[src/hdl/lrutss_pkg.sv]
// Shared types and field widths for the timestamp LRU replacement stats unit.
package lrutss_pkg;

   localparam int KIND_W  = 1;
   localparam int SET_W   = 6;
   localparam int WAY_W   = 4;
   localparam int STAMP_W = 48;
   localparam int OCC_W   = 5;

   localparam logic [KIND_W-1:0] KIND_QUERY  = 1'b0;
   localparam logic [KIND_W-1:0] KIND_UPDATE = 1'b1;

   typedef enum logic [4:0] {
      ST_CLEAR = 5'b00001,
      ST_IDLE  = 5'b00010,
      ST_LOAD  = 5'b00100,
      ST_TREE  = 5'b01000,
      ST_DONE  = 5'b10000
   } state_type;

   // controller to datapath
   typedef struct packed {
      logic clear_en;   // write a zero row at the clear pointer
      logic start;      // capture item, issue row read
      logic load;       // row data present: capture stats and leaves, write back
      logic finish;     // load the result register
   } cmd_type;

   // datapath to controller
   typedef struct packed {
      logic clear_last; // clear pointer is at the last row
   } sts_type;

endpackage

[src/hdl/lrutss_ctrl.sv]
// Sequencing state machine: clear sweep, row read, tree wait, result hand-off.
module lrutss_ctrl #(
   parameter int TREE_LEVELS = 4
) (
   input  logic                 clock,
   input  logic                 reset,
   input  logic                 req_valid,
   output logic                 req_ready,
   output logic                 rsp_valid,
   input  logic                 rsp_ready,
   output lrutss_pkg::cmd_type  cmd,
   input  lrutss_pkg::sts_type  sts
);
   import lrutss_pkg::*;

   localparam int TCW = (TREE_LEVELS > 1) ? $clog2(TREE_LEVELS) : 1;

   state_type      state_ff, state_in;
   logic [TCW-1:0] tree_cnt_ff, tree_cnt_in;
   logic           rsp_valid_ff, rsp_valid_in;
   logic           out_free;
   logic           tree_last;

   assign out_free  = !rsp_valid_ff || rsp_ready;
   assign tree_last = (tree_cnt_ff == TCW'(TREE_LEVELS - 1));

   always_comb begin
      state_in    = state_ff;
      tree_cnt_in = tree_cnt_ff;
      cmd         = '0;
      req_ready   = 1'b0;
      unique case (state_ff)
         ST_CLEAR: begin
            cmd.clear_en = 1'b1;
            if (sts.clear_last) begin
               state_in = ST_IDLE;
            end
         end
         ST_IDLE: begin
            req_ready = 1'b1;
            if (req_valid) begin
               cmd.start = 1'b1;
               state_in  = ST_LOAD;
            end
         end
         ST_LOAD: begin
            cmd.load    = 1'b1;
            tree_cnt_in = '0;
            state_in    = (TREE_LEVELS == 0) ? ST_DONE : ST_TREE;
         end
         ST_TREE: begin
            tree_cnt_in = tree_cnt_ff + TCW'(1);
            if (tree_last) begin
               state_in = ST_DONE;
            end
         end
         ST_DONE: begin
            if (out_free) begin
               cmd.finish = 1'b1;
               state_in   = ST_IDLE;
            end
         end
         default: begin
            state_in = ST_CLEAR;
         end
      endcase
   end

   always_comb begin
      if (cmd.finish) begin
         rsp_valid_in = 1'b1;
      end else if (rsp_ready) begin
         rsp_valid_in = 1'b0;
      end else begin
         rsp_valid_in = rsp_valid_ff;
      end
   end

   always_ff @(posedge clock) begin
      if (reset) begin
         state_ff     <= ST_CLEAR;
         tree_cnt_ff  <= '0;
         rsp_valid_ff <= 1'b0;
      end else begin
         state_ff     <= state_in;
         tree_cnt_ff  <= tree_cnt_in;
         rsp_valid_ff <= rsp_valid_in;
      end
   end

   assign rsp_valid = rsp_valid_ff;

endmodule

[config.mk]
export PLATFORM = sky130hd
export DESIGN_NAME = lrutss_ctrl
export DESIGN_NICKNAME = d
export VERILOG_FILES = /design/src/hdl/lrutss_pkg.sv /design/src/hdl/lrutss_ctrl.sv
export SDC_FILE = /design/constraint.sdc
export NUM_CORES = 1
export LEC_CHECK = 0
export ABC_AREA = 1
export BUFFER_PORTS_ARGS = -buffer_cell sky130_fd_sc_hd__buf_2
export CAP_MARGIN = 30
export CORE_AREA = 2 2 39 41
export DETAILED_ROUTE_END_ITERATION = 7
export DIE_AREA = 0 0 41 43
export SYNTH_ARGS = -nofsm -noshare
export SYNTH_HDL_FRONTEND = slang
export SYNTH_SLANG_ARGS = --single-unit
[constraint.sdc]
create_clock -name clock -period 2.55 [get_ports clock]
set_clock_uncertainty 0.05 [all_clocks]
set_input_delay 0 -clock clock [delete_from_list [all_inputs] [get_ports clock]]
set_output_delay 0 -clock clock [all_outputs]
set_load 0.02 [all_outputs]
==> summary.md <==
Final-report hold violation count: 0. The average footprint of a synthesized cell came out at 7.10 sq um. The tools report the terminating pin of the worst hold path as state_ff[0]. The critical path goes through inv_1 > nor2_1 > nand3_1 > nor2_1 > buf_2.

Share of cells above drive strength 1: 0.329. The count of nets left with antenna violations once routing finished came out at 0. The final estimated routing congestion in global placement is 0.796, and the via density per instance is 4.89. The run gives 1160 ps as the least setup slack across all paths after layout. STA classifies the critical path startpoint as a register. The flow ran to the end, and the final reports show no timing, DRC or antenna violations. Measured in cells, the most critical reg-to-reg path has a length of 7. The initialized floorplan defines 14 standard-cell rows. Compared with the post-synthesis result, the final layout area differs by 22.8%. The worst register-to-register path begins at state_ff[4]. The die is 41 um wide.

The tools report the number of H-tree branching levels as 1. The run gives 429 um as the length of routed met2 wiring. Broken down by cell family, the worst path's largest delay share belongs to simple AND/OR/NAND/NOR gates. Buffering stage count on the worst path with inverters included: 2. The logs give 0.334 for the initial cell density of the core and 0 for the remaining routing DRC violations. The number of max-slew violations in the final report was 0; the power density over the cells was 860 nW/um^2.

The detailed-routed wire length on met3 was 60 um. The tools report the post-CTS setup buffer count as 0. For the number of iterations in the first detailed-routing pass, the log shows 4. Fraction of post-synthesis cell area in the top cell type by area: 0.347. The share of synthesized registers carrying an async set or reset is 0, and the warning count from the yosys run is 0. The logs give 65 for the synthesized instance count and 0 for the number of diodes. The routed design has 963 um of wire.

The finished cells cover 567 sq um. The worst hold path passes through 4 cells. The tools report the worst setup slack for register-to-register paths as 1350 ps.

The actual transition at the worst max-transition pin works out to 226 ps. The post-placement cell area came out at 524 sq um. The post-detailed-placement half-perimeter wirelength was 738 um.

Clock-pin slew was measured on the worst setup and hold paths at 60 ps. After detailed routing, no signal wire sits above met4. Setup repair after global routing left no endpoint under its margin. The leakage power summed over all cells came out at 0.000311 uW. The number of global-route vias before repair is 415, and the setup slack at placement is 1360 ps.

The relative slew slack was 0.849; the worst vdd rail ir drop was 0.243 mV. The CTS buffer count was 3. The type of element capturing the critical path is a primary output.

The later pin in the worst-skew pair is clocked with a latency of 260 ps. In the post-synthesis netlist, the cell with the most instances is sky130_fd_sc_hd__inv_1. The tightest hold path in the finished design has a slack of 6.99 ps.

The detailed router's first-iteration violation count was 4. TritonCTS built the clock tree. Data on the critical path arrives at its endpoint at 1340 ps. The number of different library cells used by synthesis comes to 19. Most frequent cell on the critical path: sky130_fd_sc_hd__nor2_1. The tools report the count of max-cap constraint violations as 0. The root buffer cell chosen for the clock tree is sky130_fd_sc_hd__clkbuf_4. The sequential area share after synthesis is 0.347, and the vertical extent of the die is 43 um. Dividing the detail-routed wire length by the instance count gives 10.1 um. By count the netlist is led by sky130_fd_sc_hd__inv_1, sky130_fd_sc_hd__nand2_1, sky130_fd_sc_hd__dfxtp_1. In this run the cell area of the synthesized design comes to 462 sq um. The overall routing resource usage was 0.144. In the synthesized netlist the dominant register cell turns out to be sky130_fd_sc_hd__dfxtp_1. In this run the critical register-to-register path is captured at state_ff[1]. The run gives 2500 ps as the required time reported for the critical path endpoint.

The largest total area in the synthesized netlist belongs to sky130_fd_sc_hd__dfxtp_1. Number of vias in the routed layout: 465. The core footprint was 1380 sq um.

For this design, the sink count on the clock tree is 8. The met1 routed wirelength after detailed routing is 429 um. The final worst-path cycle share was 0.544; the top achievable clock speed was 720 MHz.

Counting flops with a built-in enable in the synthesized netlist gives 0. By area the synthesized netlist is led by sky130_fd_sc_hd__dfxtp_1, sky130_fd_sc_hd__nor2_2, sky130_fd_sc_hd__inv_1. The worst hold path begins at sts.

The worst setup path is of the reg -> out kind. The flip-flop and latch count after synthesis was 8; the buffer depth of the longest clock path was 2. The run gives 0 as the final global-route overflow total. On the critical path, the stage with the largest delay is an instance of sky130_fd_sc_hd__dfxtp_1. For the number of antenna violations at the first check in global routing, the log shows 0. The worst hold path belongs to the class in -> reg. The tools report the wire length of the first global-routing pass as 1650 um. Entering global routing, the biggest net connects 9 pins. The maximum fanout along the worst path is 4. The biggest cell delay along the critical path is 410 ps, and the clock period minus worst slack is 1390 ps. The number of buffers inserted by port buffering is 10, and the floorplan die area is 1760 sq um. Total I/O pin count: 11.

The net count after synthesis was 71. Number of setup violations in the final report: 0. The net count of the finished layout is 87. Setup TNS: 0 ps.
## worst max path at each step
stage / endpoint / start / depth (start not counted) / slack (ps)
after floorplan: state_ff[0] / state_ff[0] / 7 / 1370
after global routing: cmd[2] / state_ff[1] / 5 / 1010
after global placement: state_ff[0] / state_ff[1] / 4 / 1370
final: cmd[2] / state_ff[1] / 5 / 1160
after detailed placement: state_ff[1] / state_ff[4] / 7 / 1360
after CTS: cmd[2] / state_ff[1] / 5 / 1140
## cells by family (layout without fill, tap and decap cells)
logic type | after synthesis | in the layout | synth area share
simple gates | 37 | 37 | 0.444
buf+inv | 14 | 28 | 0.122
flops | 8 | 8 | 0.347
compound gates | 5 | 5 | 0.0596
fa+ha+maj | 1 | 1 | 0.0271
## cell type report
type                    count  area [sq um]
clock buffers               3          22.5
inverters                  13          48.8
well taps                  16          20.0
fillers                   158           817
multi-input cells          43           245
repair buffers             12          70.1
flip-flops and latches      8           160
## tightest hold or removal path: cells and delay by family
kind | cells | cell delay, ps
simple gates | 2 | 150
buf+inv | 2 | 120
## metrics by stage
stage | utilization | instances | total power [uW]
after floorplan | - | 65 | 340
after global placement | 0.379 | 90 | 386
after detailed placement | 0.379 | 90 | 389
after CTS | 0.410 | 95 | 496
after global routing | 0.410 | 95 | 534
final | 0.410 | 95 | 487
## routing by layer
metal	GRT usage	vias up
met5	0	-
met4	0.120	0
met3	0.0471	5
met2	0.209	14
met1	0.158	209
li1	-	237
## report_power, final
group / internal, uW / leakage (uW) / switching [uW] / total, uW
clock: 54.2 / 0.0000138 / 47.7 / 102
sequential: 147 / 0.0000651 / 24.2 / 171
combinational: 74.0 / 0.000232 / 141 / 215
## timing repair
action	in CTS	in global routing
hold buffers	2	0
hold endpoints to repair	3	0
gates resized for setup	0	0
## cells in the final DEF, fill, tap and decap left out, drive strengths merged
cell type    netlist  routed
nor2              14      14
inv               13      13
nand2             10      10
buf                1      10
dfxtp              8       8
nand4              6       6
nand3              4       4
a21oi              3       3
clkbuf             0       3
dlygate4sd3        0       2
nor3               2       2
nor4               1       1
o21a               1       1
o21ai              1       1
ha                 1       1
## registers in the layout (all words and copies together), names as in the netlist
signal	flops
rsp_valid	1
state_ff	5
tree_cnt_ff	2
No activity file was read; power rests on OpenSTA's default activity.
